### config.mk
export PLATFORM = sky130hd
export DESIGN_NAME = infix_to_postfix_converter
export DESIGN_NICKNAME = d
export VERILOG_FILES = /design/src/rtl/i2p_pkg.sv /design/src/rtl/infix_to_postfix_converter.sv /design/src/rtl/i2p_front.sv /design/src/rtl/i2p_back.sv
export VERILOG_INCLUDE_DIRS = /design/src /design/src/rtl
export SDC_FILE = /design/constraint.sdc
export NUM_CORES = 1
export LEC_CHECK = 0
export ABC_AREA = 1
export BUFFER_PORTS_ARGS = -buffer_cell sky130_fd_sc_hd__buf_2
export CAP_MARGIN = 40
export CORE_MARGIN = 2
export CORE_UTILIZATION = 45
export CTS_BUF_LIST = sky130_fd_sc_hd__clkbuf_4 sky130_fd_sc_hd__clkbuf_8
export DETAILED_ROUTE_END_ITERATION = 8
export GPL_TIMING_DRIVEN = 0
export HOLD_SLACK_MARGIN = 0.12
export PLACE_DENSITY = 0.58
export REMOVE_ABC_BUFFERS = 1
export SLEW_MARGIN = 15
export SYNTH_ARGS = -nofsm -noshare
export SYNTH_HDL_FRONTEND = slang
export SYNTH_HIERARCHICAL = 1
export SYNTH_SLANG_ARGS = --single-unit
### constraint.sdc
create_clock -name clk -period 12 [get_ports clk]
set_input_delay 1.8 -clock clk [delete_from_list [all_inputs] [get_ports clk]]
set_output_delay 1.8 -clock clk [all_outputs]
set_load 0.005 [all_outputs]
### src/rtl/infix_to_postfix_converter_assert.svh
// Assertion macros used by the infix-to-postfix converter top level.
`ifndef INFIX_TO_POSTFIX_CONVERTER_ASSERT_SVH
`define INFIX_TO_POSTFIX_CONVERTER_ASSERT_SVH

// Same-cycle implication, checked on the rising clock outside reset.
`define I2P_ASSERT_IMP(lbl, ante, cons, msg) \
  lbl: assert property (@(posedge clk) disable iff (!rst_n) (ante) |-> (cons)) \
    else $error(msg);

// Next-cycle implication, checked on the rising clock outside reset.
`define I2P_ASSERT_NXT(lbl, ante, cons, msg) \
  lbl: assert property (@(posedge clk) disable iff (!rst_n) (ante) |=> (cons)) \
    else $error(msg);

`endif

### src/rtl/i2p_pkg.sv
// Shared types, constants and character helpers of the infix-to-postfix converter.
package i2p_pkg;

  localparam int STACK_DEPTH_DEF = 16;
  localparam int MAX_RESULTS     = 40;
  localparam int QUEUE_DEPTH     = 4;
  localparam int NUM_WORDS       = 11;
  localparam int WBUF            = 4;
  localparam int LA_DEPTH        = 3;
  localparam int RES_CNT_W       = $clog2(MAX_RESULTS + 1);

  typedef logic [7:0] ch_t;

  localparam ch_t CH_LPAREN = 8'h28;
  localparam ch_t CH_RPAREN = 8'h29;
  localparam ch_t CH_CARET  = 8'h5E;
  localparam ch_t CH_SPACE  = 8'h20;

  typedef enum logic [2:0] {
    CLS_OPERAND,
    CLS_BINOP,
    CLS_WORD,
    CLS_LPAREN,
    CLS_RPAREN,
    CLS_SEP
  } cls_t;

  typedef struct packed {
    ch_t  ch;
    cls_t cls;
  } tok_t;

  localparam int TOK_W = $bits(tok_t);

  typedef tok_t [WBUF-1:0]     wbuf_t;
  typedef tok_t [LA_DEPTH-1:0] labuf_t;

  // item handed from the front part to the back part
  typedef struct packed {
    tok_t tok;
    logic fin;
  } item_t;

  // back part status seen by the top level
  typedef struct packed {
    logic idle;
    logic held_v;
  } bstat_t;

  typedef enum logic [2:0] {
    S_IDLE,
    S_SCAN,
    S_EMIT,
    S_OPPOP,
    S_CLOSE,
    S_FLUSH,
    S_FIN
  } bstate_t;

  // word table: first character in the lowest byte
  localparam logic [31:0] WORD_TXT [NUM_WORDS] = '{
    {8'h00, "n", "i", "s"},
    {"t",   "r", "q", "s"},
    {8'h00, "s", "o", "c"},
    {8'h00, "n", "a", "t"},
    {8'h00, "g", "o", "l"},
    {8'h00, 8'h00, "n", "l"},
    {8'h00, 8'h00, "/", "."},
    {8'h00, 8'h00, "*", "."},
    {8'h00, 8'h00, "+", "."},
    {8'h00, 8'h00, "-", "."},
    {8'h00, 8'h00, "^", "."}
  };
  localparam logic [2:0] WORD_LEN [NUM_WORDS] = '{
    3'd3, 3'd4, 3'd3, 3'd3, 3'd3, 3'd2, 3'd2, 3'd2, 3'd2, 3'd2, 3'd2
  };
  localparam ch_t WORD_CODE [NUM_WORDS] = '{
    "s", "q", "c", "t", "l", "n", "d", "m", "a", "u", "p"
  };
  // dotted words end in a non-operand and are followed by a separator
  localparam logic WORD_SEP [NUM_WORDS] = '{
    1'b0, 1'b0, 1'b0, 1'b0, 1'b0, 1'b0, 1'b1, 1'b1, 1'b1, 1'b1, 1'b1
  };

  function automatic logic is_binop(ch_t c);
    return c == "+" || c == "-" || c == "*" || c == "/" || c == "^" ||
           c == "a" || c == "p" || c == "u" || c == "m" || c == "d";
  endfunction

  function automatic logic is_operand(ch_t c);
    return (c >= "0" && c <= "9") || (c >= "a" && c <= "z") ||
           (c >= "A" && c <= "Z") || c == ".";
  endfunction

  function automatic cls_t classify(ch_t c);
    cls_t r;
    if (c == "s" || c == "c" || c == "t" || c == "l" || c == ".") r = CLS_WORD;
    else if (is_binop(c))   r = CLS_BINOP;
    else if (is_operand(c)) r = CLS_OPERAND;
    else if (c == CH_LPAREN) r = CLS_LPAREN;
    else if (c == CH_RPAREN) r = CLS_RPAREN;
    else r = CLS_SEP;
    return r;
  endfunction

  function automatic logic [2:0] weight(ch_t op);
    logic [2:0] w;
    case (op)
      "+", "-":                               w = 3'd1;
      "a", "u":                               w = 3'd2;
      "*", "/", "m", "d":                     w = 3'd3;
      "^", "p", "s", "q", "c", "t", "l", "n": w = 3'd4;
      default:                                w = 3'd0;
    endcase
    return w;
  endfunction

  // stacked operator leaves ahead of the incoming one
  function automatic logic pops_before(ch_t top, ch_t cur);
    logic [2:0] wt;
    logic [2:0] wc;
    wt = weight(top);
    wc = weight(cur);
    if (wt == wc) return top != CH_CARET;
    return wt > wc;
  endfunction

endpackage

### src/rtl/infix_to_postfix_converter.sv
// Infix-to-postfix converter: an input item is one expression character, tlast on
// the final character of an expression; result items are postfix characters with
// single spaces between tokens, operator words folded to one-letter codes. A
// front part takes items into a four-entry queue, so input keeps flowing while the
// back part works. The back part loads an item, examines its characters until it
// finds the work buffer empty, pushes each operator onto the stack and closes the
// item; each result character, and a space ahead of it where one is due, passes
// through the held result slot and then the output register. A closing parenthesis
// or the end of an expression pops operators from the stack as results. A stalled
// result receiver holds the back part in place unless results are being dropped.
`include "infix_to_postfix_converter_assert.svh"

module infix_to_postfix_converter
  import i2p_pkg::*;
#(
  parameter int STACK_DEPTH = STACK_DEPTH_DEF
) (
  input  logic       clk,
  input  logic       rst_n,
  input  logic       in_tvalid,
  output logic       in_tready,
  input  logic [7:0] in_tdata,   // [7:0] in_char
  input  logic       in_tlast,   // in_end
  output logic       out_tvalid,
  input  logic       out_tready,
  output logic [7:0] out_tdata,  // [7:0] out_char
  output logic       out_tlast,  // run_last
  output logic [1:0] out_tuser   // [0] expr_done, [1] overflow
);

  logic   q_valid, q_ready;
  item_t  q_item;
  bstat_t bstat;

  // front: accept and classify
  i2p_front u_front (
    .clk      (clk),
    .rst_n    (rst_n),
    .in_valid (in_tvalid),
    .in_ready (in_tready),
    .in_ch    (in_tdata),
    .in_fin   (in_tlast),
    .q_valid  (q_valid),
    .q_ready  (q_ready),
    .q_item   (q_item)
  );

  // back: stack sequencer and result register
  i2p_back #(
    .STACK_DEPTH (STACK_DEPTH)
  ) u_back (
    .clk           (clk),
    .rst_n         (rst_n),
    .q_valid       (q_valid),
    .q_ready       (q_ready),
    .q_item        (q_item),
    .out_valid     (out_tvalid),
    .out_ready     (out_tready),
    .out_ch        (out_tdata),
    .out_run_last  (out_tlast),
    .out_expr_done (out_tuser[0]),
    .out_overflow  (out_tuser[1]),
    .stat          (bstat)
  );

  // checks
  `I2P_ASSERT_IMP(a_done_is_last, out_tvalid && out_tuser[0], out_tlast, "expr_done without run_last")
  `I2P_ASSERT_IMP(a_idle_no_held, bstat.idle, !bstat.held_v, "result held while idle")

endmodule

### src/rtl/i2p_front.sv
// Front part: accepts input items, classifies each character and queues it.
module i2p_front
  import i2p_pkg::*;
(
  input  logic  clk,
  input  logic  rst_n,
  input  logic  in_valid,
  output logic  in_ready,
  input  ch_t   in_ch,
  input  logic  in_fin,
  output logic  q_valid,
  input  logic  q_ready,
  output item_t q_item
);

  localparam int PW = $clog2(QUEUE_DEPTH);
  localparam int CW = $clog2(QUEUE_DEPTH + 1);

  item_t          mem_r [QUEUE_DEPTH];
  logic [PW-1:0]  wr_ptr_r, wr_ptr_nxt;
  logic [PW-1:0]  rd_ptr_r, rd_ptr_nxt;
  logic [CW-1:0]  cnt_r, cnt_nxt;
  logic           push, pop;
  item_t          new_item;

  assign in_ready = cnt_r != CW'(QUEUE_DEPTH);
  assign q_valid  = cnt_r != '0;
  assign q_item   = mem_r[rd_ptr_r];
  assign push     = in_valid && in_ready;
  assign pop      = q_valid && q_ready;

  // classify on the way in
  always_comb begin
    new_item.tok.ch  = in_ch;
    new_item.tok.cls = classify(in_ch);
    new_item.fin     = in_fin;
  end

  // queue pointers
  always_comb begin
    wr_ptr_nxt = push ? wr_ptr_r + 1'b1 : wr_ptr_r;
    rd_ptr_nxt = pop ? rd_ptr_r + 1'b1 : rd_ptr_r;
    cnt_nxt    = cnt_r + CW'(push) - CW'(pop);
  end

  always_ff @(posedge clk) begin
    if (!rst_n) begin
      wr_ptr_r <= '0;
      rd_ptr_r <= '0;
      cnt_r    <= '0;
    end else begin
      wr_ptr_r <= wr_ptr_nxt;
      rd_ptr_r <= rd_ptr_nxt;
      cnt_r    <= cnt_nxt;
    end
  end

  // queue storage
  always_ff @(posedge clk) begin
    if (push) begin
      mem_r[wr_ptr_r] <= new_item;
    end
  end

endmodule

### src/rtl/i2p_back.sv
// Back part: word folding, operator stack sequencer and result output register.
module i2p_back
  import i2p_pkg::*;
#(
  parameter int STACK_DEPTH = STACK_DEPTH_DEF
) (
  input  logic   clk,
  input  logic   rst_n,
  input  logic   q_valid,
  output logic   q_ready,
  input  item_t  q_item,
  output logic   out_valid,
  input  logic   out_ready,
  output ch_t    out_ch,
  output logic   out_run_last,
  output logic   out_expr_done,
  output logic   out_overflow,
  output bstat_t stat
);

  localparam int SCW = $clog2(STACK_DEPTH + 1);
  localparam int SIW = $clog2(STACK_DEPTH);

  bstate_t             state_r, state_nxt;
  wbuf_t               w_r, w_nxt, w_sh;
  logic [2:0]          len_r, len_nxt;
  logic                fin_r, fin_nxt;
  labuf_t              la_r, la_nxt;
  logic [1:0]          la_cnt_r, la_cnt_nxt;
  ch_t                 stack_r [STACK_DEPTH];
  logic [SCW-1:0]      cnt_r, cnt_nxt;
  logic                spc_r, spc_nxt;
  logic                ne_r, ne_nxt;
  logic                ovf_r, ovf_nxt;
  logic                phase_r, phase_nxt;
  ch_t                 op_r, op_nxt;
  logic [2:0]          adv_r, adv_nxt;
  logic                sep_r, sep_nxt;
  logic [RES_CNT_W-1:0] res_cnt_r, res_cnt_nxt;
  ch_t                 held_ch_r, held_ch_nxt;
  logic                held_ovf_r, held_ovf_nxt;
  logic                held_v_r, held_v_nxt;
  logic                ov_r, ov_nxt;
  ch_t                 oc_r, oc_nxt;
  logic                olast_r, olast_nxt;
  logic                odone_r, odone_nxt;
  logic                oovf_r, oovf_nxt;

  logic [2:0]          shift_by;
  logic                push_en;
  ch_t                 push_ch;
  ch_t                 top;
  logic                top_open;
  logic                out_free, slot_ok, drop, go;
  logic                put_req;
  ch_t                 put_ch;
  logic                full_v [NUM_WORDS];
  logic                pref_v [NUM_WORDS];
  logic                full_hit, pref_hit;
  ch_t                 full_code;
  logic [2:0]          full_len;
  logic                full_sep;
  tok_t                x;

  assign top      = stack_r[SIW'(cnt_r - 1'b1)];
  assign top_open = top == CH_LPAREN;
  assign x        = w_r[0];
  assign out_free = !ov_r || out_ready;
  assign slot_ok  = !held_v_r || out_free;
  assign drop     = res_cnt_r >= RES_CNT_W'(MAX_RESULTS);
  assign go       = drop || slot_ok;
  assign q_ready  = state_r == S_IDLE;
  assign w_sh     = wbuf_t'(w_r >> (shift_by * TOK_W));

  assign out_valid     = ov_r;
  assign out_ch        = oc_r;
  assign out_run_last  = olast_r;
  assign out_expr_done = odone_r;
  assign out_overflow  = oovf_r;
  assign stat.idle     = state_r == S_IDLE;
  assign stat.held_v   = held_v_r;

  // word table match against the work buffer
  always_comb begin
    for (int i = 0; i < NUM_WORDS; i++) begin
      full_v[i] = len_r >= WORD_LEN[i];
      pref_v[i] = len_r < WORD_LEN[i];
      for (int k = 0; k < WBUF; k++) begin
        if (3'(k) < WORD_LEN[i] && w_r[k].ch != WORD_TXT[i][k*8 +: 8]) full_v[i] = 1'b0;
        if (3'(k) < len_r && w_r[k].ch != WORD_TXT[i][k*8 +: 8]) pref_v[i] = 1'b0;
      end
    end
    full_hit  = 1'b0;
    pref_hit  = 1'b0;
    full_code = '0;
    full_len  = 3'd1;
    full_sep  = 1'b0;
    for (int i = 0; i < NUM_WORDS; i++) begin
      if (full_v[i]) begin
        full_hit  = 1'b1;
        full_code = WORD_CODE[i];
        full_len  = WORD_LEN[i];
        full_sep  = WORD_SEP[i];
      end
      if (pref_v[i]) pref_hit = 1'b1;
    end
  end

  // sequencer: next state and datapath updates
  always_comb begin
    state_nxt   = state_r;
    w_nxt       = w_r;
    len_nxt     = len_r;
    fin_nxt     = fin_r;
    la_nxt      = la_r;
    la_cnt_nxt  = la_cnt_r;
    cnt_nxt     = cnt_r;
    spc_nxt     = spc_r;
    ne_nxt      = ne_r;
    ovf_nxt     = ovf_r;
    phase_nxt   = phase_r;
    op_nxt      = op_r;
    adv_nxt     = adv_r;
    sep_nxt     = sep_r;
    shift_by    = 3'd1;
    push_en     = 1'b0;
    push_ch     = op_r;
    put_req     = 1'b0;
    put_ch      = x.ch;
    res_cnt_nxt = res_cnt_r;
    held_ch_nxt = held_ch_r;
    held_ovf_nxt = held_ovf_r;
    held_v_nxt  = held_v_r;
    ov_nxt      = out_free ? 1'b0 : ov_r;
    oc_nxt      = oc_r;
    olast_nxt   = olast_r;
    odone_nxt   = odone_r;
    oovf_nxt    = oovf_r;

    case (state_r)
      S_IDLE: begin
        if (q_valid) begin
          for (int k = 0; k < WBUF; k++) begin
            if (k < LA_DEPTH && 2'(k) < la_cnt_r) w_nxt[k] = la_r[k];
            else w_nxt[k] = q_item.tok;
          end
          len_nxt    = {1'b0, la_cnt_r} + 3'd1;
          fin_nxt    = q_item.fin;
          la_cnt_nxt = '0;
          phase_nxt  = 1'b0;
          state_nxt  = S_SCAN;
        end
      end

      S_SCAN: begin
        if (len_r == '0) begin
          state_nxt = fin_r ? S_FLUSH : S_FIN;
        end else begin
          case (x.cls)
            CLS_WORD: begin
              if (full_hit) begin
                op_nxt    = full_code;
                adv_nxt   = full_len;
                sep_nxt   = full_sep;
                state_nxt = S_OPPOP;
              end else if (pref_hit && !fin_r && len_r <= 3'd3) begin
                // hold the prefix until more characters arrive
                la_nxt     = w_r[LA_DEPTH-1:0];
                la_cnt_nxt = len_r[1:0];
                state_nxt  = S_FIN;
              end else begin
                state_nxt = S_EMIT;
              end
            end
            CLS_BINOP: begin
              op_nxt    = x.ch;
              adv_nxt   = 3'd1;
              sep_nxt   = 1'b1;
              state_nxt = S_OPPOP;
            end
            CLS_OPERAND: state_nxt = S_EMIT;
            CLS_LPAREN: begin
              push_en = 1'b1;
              push_ch = CH_LPAREN;
              spc_nxt = spc_r | !ne_r;
              w_nxt   = w_sh;
              len_nxt = len_r - 3'd1;
            end
            CLS_RPAREN: state_nxt = S_CLOSE;
            default: begin
              spc_nxt = spc_r | !ne_r;
              w_nxt   = w_sh;
              len_nxt = len_r - 3'd1;
            end
          endcase
        end
      end

      // operand or failed word prefix: emit the leading character
      S_EMIT: begin
        put_req = 1'b1;
        if (!phase_r && spc_r) begin
          put_ch = CH_SPACE;
          if (go) begin
            phase_nxt = 1'b1;
            spc_nxt   = 1'b0;
          end
        end else begin
          put_ch = x.ch;
          if (go) begin
            phase_nxt = 1'b0;
            spc_nxt   = 1'b0;
            ne_nxt    = 1'b0;
            w_nxt     = w_sh;
            len_nxt   = len_r - 3'd1;
            state_nxt = S_SCAN;
          end
        end
      end

      // pop operators that leave ahead of the incoming one, then push it
      S_OPPOP: begin
        if (cnt_r != '0 && !top_open && pops_before(top, op_r)) begin
          put_req = 1'b1;
          if (!phase_r && !ne_r) begin
            put_ch = CH_SPACE;
            if (go) begin
              phase_nxt = 1'b1;
              spc_nxt   = 1'b0;
            end
          end else begin
            put_ch = top;
            if (go) begin
              phase_nxt = 1'b0;
              spc_nxt   = 1'b0;
              ne_nxt    = 1'b0;
              cnt_nxt   = cnt_r - 1'b1;
            end
          end
        end else begin
          push_en   = 1'b1;
          push_ch   = op_r;
          if (sep_r) spc_nxt = spc_r | !ne_r;
          shift_by  = adv_r;
          w_nxt     = w_sh;
          len_nxt   = len_r - adv_r;
          state_nxt = S_SCAN;
        end
      end

      // closing parenthesis: pop down to the opening one
      S_CLOSE: begin
        if (cnt_r != '0 && !top_open) begin
          put_req = 1'b1;
          if (!phase_r && !ne_r) begin
            put_ch = CH_SPACE;
            if (go) begin
              phase_nxt = 1'b1;
              spc_nxt   = 1'b0;
            end
          end else begin
            put_ch = top;
            if (go) begin
              phase_nxt = 1'b0;
              spc_nxt   = 1'b1;
              ne_nxt    = 1'b0;
              cnt_nxt   = cnt_r - 1'b1;
            end
          end
        end else begin
          if (cnt_r != '0) cnt_nxt = cnt_r - 1'b1;
          spc_nxt   = spc_r | !ne_r;
          w_nxt     = w_sh;
          len_nxt   = len_r - 3'd1;
          state_nxt = S_SCAN;
        end
      end

      // end of expression: drain the stack, then return to reset values
      S_FLUSH: begin
        if (cnt_r != '0) begin
          put_req = 1'b1;
          if (!phase_r && !ne_r) begin
            put_ch = CH_SPACE;
            if (go) begin
              phase_nxt = 1'b1;
              spc_nxt   = 1'b0;
            end
          end else begin
            put_ch = top;
            if (go) begin
              phase_nxt = 1'b0;
              spc_nxt   = 1'b0;
              ne_nxt    = 1'b0;
              cnt_nxt   = cnt_r - 1'b1;
            end
          end
        end else begin
          la_cnt_nxt = '0;
          spc_nxt    = 1'b0;
          ne_nxt     = 1'b1;
          ovf_nxt    = 1'b0;
          state_nxt  = S_FIN;
        end
      end

      // release the held result as the last one of this item
      S_FIN: begin
        if (!held_v_r) begin
          res_cnt_nxt = '0;
          state_nxt   = S_IDLE;
        end else if (out_free) begin
          ov_nxt      = 1'b1;
          oc_nxt      = held_ch_r;
          oovf_nxt    = held_ovf_r;
          olast_nxt   = 1'b1;
          odone_nxt   = fin_r;
          held_v_nxt  = 1'b0;
          res_cnt_nxt = '0;
          state_nxt   = S_IDLE;
        end
      end

      default: state_nxt = S_IDLE;
    endcase

    // push onto the operator stack, flag a full stack
    if (push_en) begin
      if (cnt_r < SCW'(STACK_DEPTH)) cnt_nxt = cnt_r + 1'b1;
      else ovf_nxt = 1'b1;
    end

    // new result goes to the held slot, the previous one moves out
    if (put_req && go && !drop) begin
      if (held_v_r) begin
        ov_nxt    = 1'b1;
        oc_nxt    = held_ch_r;
        oovf_nxt  = held_ovf_r;
        olast_nxt = 1'b0;
        odone_nxt = 1'b0;
      end
      held_ch_nxt  = put_ch;
      held_ovf_nxt = ovf_r;
      held_v_nxt   = 1'b1;
      res_cnt_nxt  = res_cnt_r + 1'b1;
    end
  end

  // control registers
  always_ff @(posedge clk) begin
    if (!rst_n) begin
      state_r   <= S_IDLE;
      la_cnt_r  <= '0;
      cnt_r     <= '0;
      spc_r     <= 1'b0;
      ne_r      <= 1'b1;
      ovf_r     <= 1'b0;
      phase_r   <= 1'b0;
      res_cnt_r <= '0;
      held_v_r  <= 1'b0;
      ov_r      <= 1'b0;
    end else begin
      state_r   <= state_nxt;
      la_cnt_r  <= la_cnt_nxt;
      cnt_r     <= cnt_nxt;
      spc_r     <= spc_nxt;
      ne_r      <= ne_nxt;
      ovf_r     <= ovf_nxt;
      phase_r   <= phase_nxt;
      res_cnt_r <= res_cnt_nxt;
      held_v_r  <= held_v_nxt;
      ov_r      <= ov_nxt;
    end
  end

  // payload registers
  always_ff @(posedge clk) begin
    w_r        <= w_nxt;
    len_r      <= len_nxt;
    fin_r      <= fin_nxt;
    la_r       <= la_nxt;
    op_r       <= op_nxt;
    adv_r      <= adv_nxt;
    sep_r      <= sep_nxt;
    held_ch_r  <= held_ch_nxt;
    held_ovf_r <= held_ovf_nxt;
    oc_r       <= oc_nxt;
    olast_r    <= olast_nxt;
    odone_r    <= odone_nxt;
    oovf_r     <= oovf_nxt;
  end

  // operator stack storage
  always_ff @(posedge clk) begin
    if (push_en && cnt_r < SCW'(STACK_DEPTH)) begin
      stack_r[SIW'(cnt_r)] <= push_ch;
    end
  end

endmodule

# Word-level counts from Yosys, hierarchy flattened
# Memory sizes are Yosys's and may differ from the RTL's. A register that Yosys moved wholly into a read port is not among the register bits.
# Cells that the tools add are included.
[totals]
reg_bits = 142
ramBits = 176
in_bits = 13
output_inout_bits = 13
word_cells = 547
memories = 2
[classes]
addsub = 10
mul = 1
magnitude_cmp = 23
eq_ne = 103
n_shift = 1
n_mux = 271
bitwise = 3
n_reduce_logical = 95
[memory_table]
columns = ["name", "depth", "width", "read_ports", "rd_ports_with_merged_regs", "wr", "line_no", "rtl"]
rows = [
  ["u_back.stack_r", 16, 8, 1, 0, 1, "i2p_back.sv:30", "ch_t stack_r [STACK_DEPTH];"],
  ["u_front.mem_r", 4, 12, 1, 1, 1, "i2p_front.sv:19", "item_t mem_r [QUEUE_DEPTH];"],
]
[op_table]
columns = ["operator", "n"]
rows = [
  ["$mux W44", 7],
  ["$eq A8 B7 Y1 const B", 34],
  ["$pmux W44 S5", 1],
  ["$mux W1", 160],
  ["$eq A8 B6 Y1 const B", 16],
  ["$ne A8 B7 Y1 const B", 16],
  ["$mux W8", 14],
  ["$mux W3", 37],
  ["$mux W7", 11],
  ["$shr A44 B7 Y44", 1],
  ["$mux W5", 8],
  ["$ne A8 B6 Y1 const B", 5],
  ["$logic_and A1 B1 Y1", 36],
  ["$pmux W3 S4", 3],
  ["$mux W11", 3],
  ["$pmux W8 S4", 1],
  ["$mux W6", 4],
  ["$pmux W3 S7", 1],
  ["$mux W2", 10],
  ["$reduce_bool A5 Y1", 4],
  ["$logic_or A1 B1 Y1", 19],
  ["$ge A8 B7 Y1 const B", 2],
  ["$le A8 B7 Y1 const B", 2],
  ["$ne A2 B1 Y1 const B", 8],
  ["other kinds (57)", 104],
]

# Longest topological paths before layout
[depth]
depth_word = 24
mapped_depth = 40
ltp_nobuf = 35

# Modules after synthesis
# The synthesis kept the hierarchy.
[modules_own_cells]
columns = ["mod", "n_inst", "cells_per_inst", "area_each_um2", "seq_area_each_um2"]
rows = [
  ["i2p_back", 1, 1968, 15862.7, 7667.4],
  ["i2p_front", 1, 239, 2496.1, 1621.6],
]

# Worst setup path after synthesis
# OpenSTA, ideal clock, no wires.
[synth_timing]
path_type = "register to register"
from = "reg u_back.cnt_r[0]"
to = "reg u_back/w_r[0] (netlist name) (data pin)"
setup_time_ns = 0.253
t_arrival_ns = 5.692
t_required_ns = 11.747
path_slack_ns = 6.055
stages_incl_launch_ff = 37
path_buffers = 8
synth_period_minus_slack_ns = 5.945
path_cell_list = "dfxtp_1 -> buf_6 -> inv_4 -> buf_6 -> buf_6 -> ha_1 -> buf_4 -> inv_2 -> buf_2 -> nand3_1 -> nand3_1 -> nand3_1 -> nand2_1 -> inv_1 -> nand2_1 -> nor3_1 -> o21ai_0 -> nand2_1 -> a31o_2 -> ha_1 -> nand2_1 -> o211ai_1 -> nand3_4 -> nand3_1 -> buf_4 -> buf_2 -> ha_1 -> fa_1 -> nand2_1 -> inv_1 -> nor2_1 -> inv_1 -> nor2_1 -> buf_2 -> nand3_1 -> nand3_1 -> nand2_1"
[synth_rtl]
columns = ["element", "line_no", "rtl"]
rows = [
  ["start, declared", "i2p_back.sv:31", "logic [SCW-1:0] cnt_r, cnt_nxt;"],
  ["start signal, assigned", "i2p_back.sv:365", "cnt_r <= cnt_nxt;"],
  ["end signal, assigned", "i2p_back.sv:378", "w_r <= w_nxt;"],
  ["end, declared", "i2p_back.sv:25", "wbuf_t w_r, w_nxt, w_sh;"],
]

==> metrics.yaml <==
nNetsFinal: 2265
final_common_cell: "nand2_1"
wl_met2_um: 24900
grt_pass1_vias: 14900
areaGrowthSynthToFinish_pct: 10.3
swShare_pct: 49.5
preCtsSetupSlack_ps: 3300
clk_pin_slew_ps: 60
utilization_pct: 50.6
powerDensity_mw_per_mm2: 302
cts_resized: 0
cp.arrival_ps: 9390
critPathTopFamily: "simple AND/OR/NAND/NOR gates"
cts-root-buf: "clkbuf_8"
drv_cap: 0
hold_path_startpoint: "u_back/w_r[12]"
ios: 26
max-slew-margin-rel_pct: 40.8
place_hpwl_um: 39200
antennaDiodeCount: 0
dp_cells: 2685
routed_wirelength_um: 55200
p_switching_uw: 3020
holdBufCountCts: 0
grt_max_degree: 71
fin_cells: 2783
status: "complete, no violations"
final_cell_mix: "nand2_1 (509), nand3_1 (405), edfxtp_1 (288), inv_1 (230), nor2_1 (195)"
grt_usage_pct: 26.5
wl_met3_um: 3980
die_x_um: 206
crit_path_top_delay_cell: "fa_2"
cts_max_level: 2
drv_slew: 0
worst_pin_slew_ps: 880
postRouteAntennaNets: 0
final_hold_viol_count: 0
min_to: "u_back/la_r[12]"
drc: 0
required_ps: 12380
fmax_mhz: 111
initial_core_util_pct: 45.9
clk_path_buf_depth: 3
clkSinkCount: 320
layout_setup_ws_ps: 3000
setup_tns_ps: 0
cp-start-kind: "flip-flop"
port_buffers: 25
cts_buffers: 55
cp_slowest_stage_delay_ps: 700
power.total_uw: 6100
reg2reg_slack_ps: 3000
cpMostUsedCell: "nand3_1"
leakage_uw: 0.00822
synth_area_mm2: 0.0183
end_kind: "flip-flop"
layout-drive-gt1-share_pct: 9.57
yosys_warnings: 6
cts_tree: "built"
antenna_found_initial: 1
overflow: 0
r2r-end: "u_back/w_r[22]"
cp_max_fo: 70
setup_viol: 0
syn_inst: 2205
internal_power_uw: 3080
wl_per_cell_um: 19.9
core-area_mm2: 0.0400
clkPwrFrac_pct: 17.5
critPathKind: "reg2reg"
grt_pass1_wl_um: 85700
drt_first_pass_iters: 6
seqPwrFrac_pct: 28.6
post_cts_buffers: 0
viasPerCell: 5.72
min_period_ps: 9000
ir_drop_uv: 169
dieArea_mm2: 0.0424
vias: 15900
cp.buffers_inverters: 7
holdPathStages: 0
rows: 73
clkLatencyLatePin_ps: 660
place_congestion: 0.950
finalClockSkew_ps: 25.3
p_comb_share_pct: 53.9
drtIter0Drc: 1607
die_h_um: 206
r2r_cells: 27
r2r_start: "u_back/cnt_r[0]"
wl_met1_um: 24700
hp-class: "reg2reg"
rsz0062_at_grt: "false"
syn_area_per_cell_um2: 8.32
top_layer: "met5"
fin_crit_sh_pct: 75.0
==> routing by layer <==
| layer | vias to the layer above | GRT usage [%] |
|---|---|---|
| met3 | 123 | 3.45 |
| met1 | 7569 | 37.8 |
| met2 | 603 | 41.7 |
| li1 | 7627 | - |
| met5 | - | 0 |
| met4 | 2 | 9.36 |
==> cell type report <==
class	instances	area [um2]
Clock buffer	77	935
Timing Repair Buffer	47	475
Clock inverter	20	239
Sequential cell	320	9290
Tap cell	525	657
Fill cell	3898	19800
Inverter	248	935
Multi-Input combinational cell	1546	7700
==> state kept, by name, summed over array words and instances (netlist names), 2 cells and up, named ones only <==
register	cells
u_front/mem_r	48
u_back/cnt_r	5
u_back/state_r	3
u_back/held_ch_r	8
u_back/la_r	33
u_back/adv_r	3
u_back/len_r	3
u_front/wr_ptr_r	2
u_back/la_cnt_r	2
u_back/res_cnt_r	6
u_back/stack_r	128
u_front/cnt_r	3
u_front/rd_ptr_r	2
u_back/w_r	44
u_back/op_r	8
==> stage by stage <==
stage               area, um2  hold WS [ps]
floorplan               17900           409
global placement        18700           435
detailed placement      19100           436
CTS                     20200           461
global route            20200           474
finish                  20200           455
==> power by group through the flow <==
| stage | Sequential [uW] | Clock, uW | Combinational [uW] |
|---|---|---|---|
| 6_report | 1740 | 1070 | 3290 |
| 5_1_grt | 1760 | 1140 | 3600 |
| 4_1_cts | 1730 | 1100 | 3230 |
| 3_5_place_dp | 1760 | 0 | 3210 |
| 3_3_place_gp | 1790 | 0 | 3080 |
| 2_1_floorplan | 1700 | 0 | 2140 |
==> worst max-delay path by stage <==
stage	startpoint	to	slack, ps	depth (start not counted)
2_1_floorplan	u_back/cnt_r[0]	u_back/w_r[22]	2040	24
3_3_place_gp	u_back/cnt_r[0]	u_back/w_r[22]	-3000	24
3_5_place_dp	u_back/cnt_r[0]	u_back/w_r[22]	3300	27
4_1_cts	u_back/cnt_r[0]	u_back/w_r[22]	3230	27
5_1_grt	u_back/cnt_r[0]	u_back/w_r[25]	2560	29
6_report	u_back/cnt_r[0]	u_back/w_r[22]	3000	27
No activity file was read; power rests on OpenSTA's default activity.
